## src/sv/dtm_pkg.sv

```systemverilog
package dtm_pkg;

    // Parse phase within one string
    typedef enum logic [3:0] {
        PH_START  = 4'b0001,
        PH_SIGN   = 4'b0010,
        PH_DIGITS = 4'b0100,
        PH_TAIL   = 4'b1000
    } phase_t;

    // Unit suffix recognizer
    typedef enum logic [6:0] {
        SFX_EMPTY = 7'b0000001,
        SFX_S     = 7'b0000010,
        SFX_M     = 7'b0000100,
        SFX_MS    = 7'b0001000,
        SFX_H     = 7'b0010000,
        SFX_D     = 7'b0100000,
        SFX_BAD   = 7'b1000000
    } suffix_t;

    // Result status codes
    localparam logic [2:0] STATUS_OK       = 3'd0;
    localparam logic [2:0] STATUS_NAN      = 3'd1;
    localparam logic [2:0] STATUS_NEGATIVE = 3'd2;
    localparam logic [2:0] STATUS_SUFFIX   = 3'd3;
    localparam logic [2:0] STATUS_OVERFLOW = 3'd4;

    // Magnitude limits
    localparam logic [63:0] POS_LIMIT = 64'h7FFF_FFFF_FFFF_FFFF;
    localparam logic [63:0] NEG_LIMIT = 64'h8000_0000_0000_0000;

    // Unit factors in milliseconds
    localparam int          FACTOR_W        = 27;
    localparam logic [63:0] SECONDS_PER_DAY = 64'd86400;
    localparam logic [63:0] FACTOR_MS_64    = 64'd1;
    localparam logic [63:0] FACTOR_S_64     = 64'd1000;
    localparam logic [63:0] FACTOR_M_64     = 64'd60000;
    localparam logic [63:0] FACTOR_H_64     = 64'd3600000;
    localparam logic [63:0] FACTOR_D_64     = SECONDS_PER_DAY * 64'd1000;

    localparam logic [FACTOR_W-1:0] FACTOR_MS = FACTOR_MS_64[FACTOR_W-1:0];
    localparam logic [FACTOR_W-1:0] FACTOR_S  = FACTOR_S_64[FACTOR_W-1:0];
    localparam logic [FACTOR_W-1:0] FACTOR_M  = FACTOR_M_64[FACTOR_W-1:0];
    localparam logic [FACTOR_W-1:0] FACTOR_H  = FACTOR_H_64[FACTOR_W-1:0];
    localparam logic [FACTOR_W-1:0] FACTOR_D  = FACTOR_D_64[FACTOR_W-1:0];

    // Largest magnitude per unit that keeps the product within 2^63-1
    localparam logic [63:0] LIMIT_MS = POS_LIMIT / FACTOR_MS_64;
    localparam logic [63:0] LIMIT_S  = POS_LIMIT / FACTOR_S_64;
    localparam logic [63:0] LIMIT_M  = POS_LIMIT / FACTOR_M_64;
    localparam logic [63:0] LIMIT_H  = POS_LIMIT / FACTOR_H_64;
    localparam logic [63:0] LIMIT_D  = POS_LIMIT / FACTOR_D_64;

    // Finished string summary handed from the parser to the scaler
    typedef struct packed {
        logic [63:0] magnitude;
        logic        minus_seen;
        logic        digit_seen;
        logic        range_exceeded;
        suffix_t     suffix;
    } parse_sum_t;

endpackage

```

## src/sv/duration_text_to_milliseconds.sv

```systemverilog
// Path: a last beat passes the summary, partial-product and result registers.
// Throughput: one beat per cycle unless stalled; a new string may follow at once.
// Stages: parse summary, split partial products of the unit scaling, final add.
// Reset: rst_n is asynchronous and active low; it clears the parse state and all
// stage valids, so no result is pending and the next beat starts a new string.
module duration_text_to_milliseconds (
    input  logic        clk,
    input  logic        rst_n,
    input  logic        in_valid,
    output logic        in_stall,
    input  logic [7:0]  char_code,
    input  logic        char_present,
    input  logic        last_char,
    output logic        out_valid,
    input  logic        out_stall,
    output logic [62:0] duration_ms,
    output logic [2:0]  status
);
    import dtm_pkg::*;

    parse_sum_t  sum_data;
    logic        sum_valid;
    logic        pp_valid;
    logic [58:0] pp_lo;
    logic [57:0] pp_hi;
    logic [2:0]  pp_status;
    logic        res_ready;
    logic        pp_ready;
    logic        sum_ready;
    logic        in_accept;

    // Stall chain: each stage moves when the next one has room
    assign res_ready = !out_valid || !out_stall;
    assign pp_ready  = !pp_valid || res_ready;
    assign sum_ready = !sum_valid || pp_ready;
    assign in_stall  = !sum_ready;
    assign in_accept = in_valid && sum_ready;

    dtm_parse u_parse (
        .clk          (clk),
        .rst_n        (rst_n),
        .accept       (in_accept),
        .char_code    (char_code),
        .char_present (char_present),
        .last_char    (last_char),
        .sum_take     (pp_ready),
        .sum_valid    (sum_valid),
        .sum_data     (sum_data)
    );

    dtm_scale u_scale (
        .clk       (clk),
        .rst_n     (rst_n),
        .load      (sum_valid && pp_ready),
        .drain     (res_ready),
        .sum_data  (sum_data),
        .pp_valid  (pp_valid),
        .pp_lo     (pp_lo),
        .pp_hi     (pp_hi),
        .pp_status (pp_status)
    );

    dtm_sum u_sum (
        .clk        (clk),
        .rst_n      (rst_n),
        .load       (pp_valid && res_ready),
        .drain      (!out_stall),
        .pp_lo      (pp_lo),
        .pp_hi      (pp_hi),
        .pp_status  (pp_status),
        .res_valid  (out_valid),
        .res_ms     (duration_ms),
        .res_status (status)
    );

    // Any error status carries a zero duration
    assert property (@(posedge clk) disable iff (!rst_n)
        (out_valid && status != STATUS_OK) |-> duration_ms == 63'd0)
        else $error("nonzero duration with error status");

    // Status stays within the defined codes
    assert property (@(posedge clk) disable iff (!rst_n)
        out_valid |-> (status == STATUS_OK || status == STATUS_NAN ||
                       status == STATUS_NEGATIVE || status == STATUS_SUFFIX ||
                       status == STATUS_OVERFLOW))
        else $error("undefined status code");

    // Input stalls only behind a full summary stage
    assert property (@(posedge clk) disable iff (!rst_n)
        in_stall |-> sum_valid)
        else $error("input stalled with empty summary stage");

    // A last beat always leaves a summary behind
    assert property (@(posedge clk) disable iff (!rst_n)
        (in_valid && !in_stall && last_char) |=> sum_valid)
        else $error("last beat lost");

endmodule

```

## src/sv/dtm_parse.sv

```systemverilog
module dtm_parse (
    input  logic                clk,
    input  logic                rst_n,
    input  logic                accept,
    input  logic [7:0]          char_code,
    input  logic                char_present,
    input  logic                last_char,
    input  logic                sum_take,
    output logic                sum_valid,
    output dtm_pkg::parse_sum_t sum_data
);
    import dtm_pkg::*;

    phase_t      phase_reg, phase_next;
    suffix_t     suffix_reg, suffix_next;
    logic [63:0] mag_reg, mag_next;
    logic        minus_reg, minus_next;
    logic        digit_reg, digit_next;
    logic        range_reg, range_next;
    logic        sum_valid_reg, sum_valid_next;
    parse_sum_t  sum_reg, sum_next;

    logic        is_digit;
    logic [3:0]  digit_val;
    logic [63:0] lim;
    logic [67:0] mag_wide;
    logic [63:0] mag_step;
    logic        range_step;
    suffix_t     suffix_step;

    // One decimal step: mag*10 + digit, checked against the sign's limit
    always_comb
    begin
        is_digit  = char_code inside {[8'h30:8'h39]};
        digit_val = char_code[3:0];
        lim       = minus_reg ? NEG_LIMIT : POS_LIMIT;
        mag_wide  = ({4'b0, mag_reg} << 3) + ({4'b0, mag_reg} << 1) + {64'b0, digit_val};
        if (range_reg)
        begin
            mag_step   = mag_reg;
            range_step = 1'b1;
        end
        else if (mag_wide > {4'b0, lim})
        begin
            mag_step   = mag_reg;
            range_step = 1'b1;
        end
        else
        begin
            mag_step   = mag_wide[63:0];
            range_step = 1'b0;
        end
    end

    // Suffix recognizer step
    always_comb
    begin
        suffix_step = SFX_BAD;
        case (suffix_reg)
            SFX_EMPTY:
            begin
                if (char_code == "s")
                    suffix_step = SFX_S;
                else if (char_code == "m")
                    suffix_step = SFX_M;
                else if (char_code == "h")
                    suffix_step = SFX_H;
                else if (char_code == "d")
                    suffix_step = SFX_D;
            end
            SFX_M:
            begin
                if (char_code == "s")
                    suffix_step = SFX_MS;
            end
            default: suffix_step = SFX_BAD;
        endcase
    end

    // Per-character parse state update
    always_comb
    begin
        phase_next  = phase_reg;
        suffix_next = suffix_reg;
        mag_next    = mag_reg;
        minus_next  = minus_reg;
        digit_next  = digit_reg;
        range_next  = range_reg;
        if (char_present)
        begin
            case (phase_reg)
                PH_START:
                begin
                    if (char_code == "-")
                    begin
                        minus_next = 1'b1;
                        phase_next = PH_SIGN;
                    end
                    else if (is_digit)
                    begin
                        digit_next = 1'b1;
                        phase_next = PH_DIGITS;
                        mag_next   = mag_step;
                        range_next = range_step;
                    end
                    else
                        phase_next = PH_TAIL;
                end
                PH_SIGN:
                begin
                    if (is_digit)
                    begin
                        digit_next = 1'b1;
                        phase_next = PH_DIGITS;
                        mag_next   = mag_step;
                        range_next = range_step;
                    end
                    else
                        phase_next = PH_TAIL;
                end
                PH_DIGITS:
                begin
                    if (is_digit)
                    begin
                        mag_next   = mag_step;
                        range_next = range_step;
                    end
                    else
                    begin
                        phase_next  = PH_TAIL;
                        suffix_next = suffix_step;
                    end
                end
                default:
                begin
                    if (digit_reg)
                        suffix_next = suffix_step;
                end
            endcase
        end

        // Summary of the finished string
        sum_next.magnitude      = mag_next;
        sum_next.minus_seen     = minus_next;
        sum_next.digit_seen     = digit_next;
        sum_next.range_exceeded = range_next;
        sum_next.suffix         = suffix_next;

        if (accept && last_char)
            sum_valid_next = 1'b1;
        else if (sum_take)
            sum_valid_next = 1'b0;
        else
            sum_valid_next = sum_valid_reg;
    end

    // Parse state: back to start after the last beat of a string
    always_ff @(posedge clk or negedge rst_n)
    begin
        if (!rst_n)
        begin
            phase_reg     <= PH_START;
            suffix_reg    <= SFX_EMPTY;
            mag_reg       <= '0;
            minus_reg     <= 1'b0;
            digit_reg     <= 1'b0;
            range_reg     <= 1'b0;
            sum_valid_reg <= 1'b0;
        end
        else
        begin
            sum_valid_reg <= sum_valid_next;
            if (accept)
            begin
                if (last_char)
                begin
                    phase_reg  <= PH_START;
                    suffix_reg <= SFX_EMPTY;
                    mag_reg    <= '0;
                    minus_reg  <= 1'b0;
                    digit_reg  <= 1'b0;
                    range_reg  <= 1'b0;
                end
                else
                begin
                    phase_reg  <= phase_next;
                    suffix_reg <= suffix_next;
                    mag_reg    <= mag_next;
                    minus_reg  <= minus_next;
                    digit_reg  <= digit_next;
                    range_reg  <= range_next;
                end
            end
        end
    end

    // Summary register, payload only
    always_ff @(posedge clk)
    begin
        if (accept && last_char)
            sum_reg <= sum_next;
    end

    assign sum_valid = sum_valid_reg;
    assign sum_data  = sum_reg;

endmodule

```

## src/sv/dtm_scale.sv

```systemverilog
module dtm_scale (
    input  logic                clk,
    input  logic                rst_n,
    input  logic                load,
    input  logic                drain,
    input  dtm_pkg::parse_sum_t sum_data,
    output logic                pp_valid,
    output logic [58:0]         pp_lo,
    output logic [57:0]         pp_hi,
    output logic [2:0]          pp_status
);
    import dtm_pkg::*;

    logic                pp_valid_reg, pp_valid_next;
    logic [58:0]         pp_lo_reg, pp_lo_next;
    logic [57:0]         pp_hi_reg, pp_hi_next;
    logic [2:0]          status_reg, status_next;
    logic [FACTOR_W-1:0] factor;
    logic [FACTOR_W-1:0] factor_use;
    logic [63:0]         limit;

    // Status decode and unit selection
    always_comb
    begin
        factor = FACTOR_S;
        limit  = LIMIT_S;
        case (sum_data.suffix)
            SFX_EMPTY:
            begin
                factor = FACTOR_S;
                limit  = LIMIT_S;
            end
            SFX_S:
            begin
                factor = FACTOR_S;
                limit  = LIMIT_S;
            end
            SFX_MS:
            begin
                factor = FACTOR_MS;
                limit  = LIMIT_MS;
            end
            SFX_M:
            begin
                factor = FACTOR_M;
                limit  = LIMIT_M;
            end
            SFX_H:
            begin
                factor = FACTOR_H;
                limit  = LIMIT_H;
            end
            SFX_D:
            begin
                factor = FACTOR_D;
                limit  = LIMIT_D;
            end
            default:
            begin
                factor = '0;
                limit  = '0;
            end
        endcase

        if (!sum_data.digit_seen || sum_data.range_exceeded)
            status_next = STATUS_NAN;
        else if (sum_data.minus_seen && (sum_data.magnitude != 64'd0))
            status_next = STATUS_NEGATIVE;
        else if (sum_data.suffix == SFX_BAD || !$onehot(sum_data.suffix))
            status_next = STATUS_SUFFIX;
        else if (sum_data.magnitude > limit)
            status_next = STATUS_OVERFLOW;
        else
            status_next = STATUS_OK;

        // A zero factor forces a zero duration on any error
        factor_use = (status_next == STATUS_OK) ? factor : '0;

        // Split product: magnitude halves times the unit factor
        pp_lo_next = {27'b0, sum_data.magnitude[31:0]} * {32'b0, factor_use};
        pp_hi_next = {27'b0, sum_data.magnitude[62:32]} * {31'b0, factor_use};

        if (load)
            pp_valid_next = 1'b1;
        else if (drain)
            pp_valid_next = 1'b0;
        else
            pp_valid_next = pp_valid_reg;
    end

    always_ff @(posedge clk or negedge rst_n)
    begin
        if (!rst_n)
            pp_valid_reg <= 1'b0;
        else
            pp_valid_reg <= pp_valid_next;
    end

    always_ff @(posedge clk)
    begin
        if (load)
        begin
            pp_lo_reg  <= pp_lo_next;
            pp_hi_reg  <= pp_hi_next;
            status_reg <= status_next;
        end
    end

    assign pp_valid  = pp_valid_reg;
    assign pp_lo     = pp_lo_reg;
    assign pp_hi     = pp_hi_reg;
    assign pp_status = status_reg;

endmodule

```

## src/sv/dtm_sum.sv

```systemverilog
module dtm_sum (
    input  logic        clk,
    input  logic        rst_n,
    input  logic        load,
    input  logic        drain,
    input  logic [58:0] pp_lo,
    input  logic [57:0] pp_hi,
    input  logic [2:0]  pp_status,
    output logic        res_valid,
    output logic [62:0] res_ms,
    output logic [2:0]  res_status
);
    logic        res_valid_reg, res_valid_next;
    logic [62:0] ms_reg, ms_next;
    logic [2:0]  status_reg;

    // Recombine the partial products, kept to 63 bits
    always_comb
    begin
        ms_next = {4'b0, pp_lo} + {pp_hi[30:0], 32'b0};
        if (load)
            res_valid_next = 1'b1;
        else if (drain)
            res_valid_next = 1'b0;
        else
            res_valid_next = res_valid_reg;
    end

    always_ff @(posedge clk or negedge rst_n)
    begin
        if (!rst_n)
            res_valid_reg <= 1'b0;
        else
            res_valid_reg <= res_valid_next;
    end

    always_ff @(posedge clk)
    begin
        if (load)
        begin
            ms_reg     <= ms_next;
            status_reg <= pp_status;
        end
    end

    assign res_valid  = res_valid_reg;
    assign res_ms     = ms_reg;
    assign res_status = status_reg;

endmodule
```

## config.mk

```make
export PLATFORM = sky130hd
export DESIGN_NAME = duration_text_to_milliseconds
export DESIGN_NICKNAME = d
export VERILOG_FILES = /design/src/sv/dtm_pkg.sv /design/src/sv/duration_text_to_milliseconds.sv /design/src/sv/dtm_parse.sv /design/src/sv/dtm_scale.sv /design/src/sv/dtm_sum.sv
export SDC_FILE = /design/constraint.sdc
export NUM_CORES = 2
export LEC_CHECK = 0
export BUFFER_PORTS_ARGS = -buffer_cell sky130_fd_sc_hd__buf_4
export CORE_ASPECT_RATIO = 0.7
export CORE_UTILIZATION = 65
export DETAILED_ROUTE_END_ITERATION = 10
export GPL_TIMING_DRIVEN = 0
export PLACE_DENSITY_LB_ADDON = 0.3
export SKIP_LAST_GASP = 1
export SYNTH_ARGS = -nofsm -noshare
export SYNTH_HDL_FRONTEND = slang
export SYNTH_HIERARCHICAL = 1
export SYNTH_SLANG_ARGS = --single-unit
```

## constraint.sdc

```tcl
create_clock -name clk -period 34.5 [get_ports clk]
set_clock_uncertainty 0.05 [all_clocks]
set_input_delay 6.9 -clock clk [delete_from_list [all_inputs] [get_ports clk]]
set_output_delay 6.9 -clock clk [all_outputs]
set_load 0.01 [all_outputs]
```

# After elaboration in Yosys (flattened, before gate mapping)
# Index checks and enable logic that the tools add are counted.
# W data, S select, Z words.
# word_totals
regBits,314
in_bits,14
out_inout_bits,68
word_cells,136
# classes
add_sub_neg,9
mul,2
n_lt_le_gt_ge,4
n_eq_ne,20
mux,54
n_reduce_logical,28
# ops
operator,count
$mux W64,7
$pmux W63 S5,1
$pmux W27 S5,1
$pmux W64 S2,1
$add A67 B65 Y68,1
$add A68 B4 Y68,1
$gt A68 B64 Y1,1
$gt A64 B63 Y1,1
$reduce_bool A64 Y1,1
$add A59 B63 Y63,1
$mux W7,9
$mul A32 B27 Y59,1
$eq A8 B7 Y1 const B,4
$mul A31 B27 Y31,1
$pmux W7 S2,2
$mux W27,1
$mux W1,20
$mux W4,5
$eq A7 B1 Y1 const B,2
$eq A7 B3 Y1 const B,2
$mux W3,4
$pmux W4 S3,1
$eq A8 B6 Y1 const B,1
$ge A8 B6 Y1 const B,1
other kinds (24),47

# Depth between registers and ports, before layout
# logic_depth
word_depth,12
ltp_mapped,48

# By module
# The synthesis kept the hierarchy.
# modules_own_cells
module,n_inst,cells_per_inst,area_per_inst_um2
dtm_scale,1,5345,49636.4
dtm_parse,1,1461,13156.4
dtm_sum,1,309,3681.0
duration_text_to_milliseconds,1,8,42.5

# Least setup slack after synthesis
# No wires, ideal clock.
# synth_timing
kind,input to output
startpoint,input out_stall
endpoint,output in_stall
arrival_ns,7.129
t_required_ns,27.550
slack_ns,20.421
stages,2
path_buffers,0
path_cell_list,nand2_2 -> nor2_1
# synth_between
elab_chain_len,5
# synth_rtl
item,line_no,text
"start, declared",duration_text_to_milliseconds.sv:15,"input logic out_stall,"
$logic_not A1 Y1,-,
$logic_or A1 B1 Y1,duration_text_to_milliseconds.sv:33,assign res_ready = !out_valid || !out_stall;
$logic_or A1 B1 Y1,duration_text_to_milliseconds.sv:34,assign pp_ready = !pp_valid || res_ready;
$logic_or A1 B1 Y1,duration_text_to_milliseconds.sv:35,assign sum_ready = !sum_valid || pp_ready;
$logic_not A1 Y1,duration_text_to_milliseconds.sv:36,assign in_stall = !sum_ready;
"end, declared",duration_text_to_milliseconds.sv:10,"output logic in_stall,"
# No other way between the ends.

# Worst setup path after layout
# layout_timing
startpoint,"register u_parse.sum_reg, in the netlist u_parse/sum_data[0]"
endpoint,"register u_scale.pp_lo_reg[57], in the netlist u_scale/pp_lo[57] (data pin)"
# layout_between
elab_chain_len,12
elab_cells_between_ends,24
cone_classes,add/sub: 3; mul: 1; order compare: 1; eq/ne: 8; mux: 7; reduce/logical: 4
# layout_rtl
item,line_no,text
"start, declared",dtm_parse.sv:21,"parse_sum_t sum_reg, sum_next;"
"start signal, assigned",dtm_parse.sv:201,sum_reg <= sum_next;
"parallel branches: the longest is 10 deep, another holds $gt A64 B63 Y1",-,
$mux W27 (*),dtm_scale.sv:77,factor_use = (status_next == STATUS_OK) ? factor : '0;
$mul A32 B27 Y59 (*),dtm_scale.sv:80,"pp_lo_next = {27'b0, sum_data.magnitude[31:0]} * {32'b0, factor_use};"
net u_scale.pp_lo_next[57],dtm_scale.sv:15,"logic [58:0] pp_lo_reg, pp_lo_next;"
"end signal, assigned",dtm_scale.sv:103,pp_lo_reg <= pp_lo_next;
"end, declared",dtm_scale.sv:15,
# Mark *: on every way through the listed nets, which the timed path passes.
# A chain may end at the register's enable or synchronous reset.

==> reports/results.txt <==
outcome: completed
leakage: 30.9 nW
worst-margin pin slew: 1360 ps
Boundary Pins: 82
vias in the first global route: 43800
met3 Resource Use GR: 0.149
drt drc: 0
FILL cells: 6586
WL final: 175000 µm
CTS sink count: 314
placed inst area: 58300 µm²
largest net degree at the start of global routing: 82
Hold Crit Class: reg2reg
CTS resizes: 0
met2 Usage GRT: 0.564
Power Dens Cells: 16.6 nW/µm²
first-pass GRT wire length: 264000 µm
CTS max path bufs: 3
Post-CTS Setup Repair Bufs: 0
Worst EP required: 34810 ps
die area: 87500 µm²
gpl congestion: 1.06
Top delay family on crit path: adder cells
# nets final: 7776
gr ovfl total: 0
max-slew violation count: 0
Root Buffer: clkbuf_16
share of layout cells above drive strength 1: 0.0499
TritonRoute pass-1 iters: 7
syn avg cell area: 9.29 µm²
final setup fails: 0
max FFs per register: 74
Iter 0 DRT Violations: 4787
post-route setup slack: 19610 ps
H-tree depth: 2
Final ANT Viol Nets: 0
crit path time final: 14890 ps
critical path launch point type: flop
clock latency on the worst-skew pair: 620 ps
CTS tree: yes
total CTS buffers: 38
Core Area: 84900 µm²
Reg clk slew, reported paths: 60 ps
Hold Vio Cnt, Final: 0
Fin Setup TNS: 0 ps
Crit path arrival time: 15200 ps
GRT Overall Usage: 0.402
CP Class: reg2reg
Crit path largest cell delay: 1130 ps
DP Worst Slack: 19290 ps
DR WL/cell: 23.8 µm
Slowest-stage cell, CP: nor3_1
Worst Path Max Fanout: 23
Detailed Place HPWL: 147000 µm
Syn Std Cell Area: 56100 µm²
Slew headroom: 0.0855
syn_nets: 7649
final instance area: 59500 µm²
DIE HEIGHT: 248 µm
Peak VDD IR: 38.3 µV
Starting Density: 0.661
grt peak-use layer: met1
Reg area: 9030 µm²
Via Count: 44500
Die Wd: 353 µm
Multi-input gate area: 41000 µm²
Area growth syn-to-layout: 6.14%
Max-cap violations: 0
FMAX: 67.2 MHz
Port Buf Inserts: 81
Vias/cell: 6.06
Tcrit/Tclk final: 0.432
RSZ-0062 raised after global routing: no
Crit path buffers/inverters: 8
Cells after Synth: 6038
grt met1 use: 0.566
number of synthesis warnings: 6
Hold-fix buffers, CTS: 0
fin util: 0.702
initial antenna violation count: 11
endpoint class of the critical path: flop
Power Total: 0.987 mW
Cell Rows: 89
## through the flow
stage	cells	hold slack, ps
6_report	7343	369
5_1_grt	7333	373
4_1_cts	7331	367
3_5_place_dp	7262	355
3_3_place_gp	7256	350
2_1_floorplan	6038	350
## layer usage
metal,wire length (µm),up-vias
li1,-,19800
met1,73200,21500
met2,69100,2729
met3,24900,406
met4,7370,12
met5,270,-
## final cells by class
cell class | instances | area share
Antenna cell | 12 | 0.000504
Inverter | 1298 | 0.0819
Timing Repair Buffer | 87 | 0.0122
Clock inverter | 25 | 0.00446
Sequential cell | 314 | 0.152
Clock buffer | 44 | 0.0164
Tap cell | 1137 | 0.0239
Multi-Input combinational cell | 4159 | 0.688
Buffer | 267 | 0.0210
## placed cells by master, fill, tap and decap left out, drive strengths merged, types with 8 or more instances in the layout
| master | n |
|---|---|
| a211oi | 26 |
| a21o | 123 |
| a21oi | 291 |
| a22o | 10 |
| a31oi | 24 |
| and2 | 409 |
| and3 | 26 |
| buf | 183 |
| clkbuf | 215 |
| clkinv | 12 |
| dfrtp | 79 |
| diode | 12 |
| edfxtp | 233 |
| fa | 770 |
| ha | 827 |
| inv | 1304 |
| nand2 | 543 |
| nand2b | 17 |
| nand3 | 55 |
| nand4 | 82 |
| nor2 | 140 |
| nor2b | 24 |
| nor3 | 53 |
| nor3b | 9 |
| nor4 | 45 |
| o211ai | 23 |
| o21a | 20 |
| o21ai | 183 |
| o21bai | 28 |
| o22ai | 10 |
| o2bb2ai | 110 |
| o31ai | 8 |
| or3 | 8 |
| or4 | 10 |
| xnor2 | 99 |
| xor2 | 69 |
## worst reg2reg max path, delay by kind of cell (launching register included)
kind                       cells  cell delay (ps)
DFF                            1              410
AOI/OAI and AO/OA             14             3470
and+or+nand+nor               10             4020
xor gates and xnor gates       1              320
adders and majority gates     10             4640
buffers and inverters          8             1690
## report_power, final
part / switching [mW] / internal [mW]
Combinational: 0.0858 / 0.0449
Sequential: 0.0160 / 0.426
Clock: 0.185 / 0.230
## final timing paths
path	depth (start not counted)	from	end	slack, ps
max in group asynchronous	1	rst_n	u_parse/minus_reg	27180
max reg2reg	43	u_parse/sum_data[0]	u_scale/pp_lo[57]	19610
max	43	u_parse/sum_data[0]	u_scale/pp_lo[57]	19610
min in group asynchronous	1	rst_n	u_parse/mag_reg[9]	6460
min reg2reg	0	u_scale/pp_status[2]	u_sum/res_status[2]	370
min	0	u_scale/pp_status[2]	u_sum/res_status[2]	370
No activity file was read; power rests on OpenSTA's default activity.
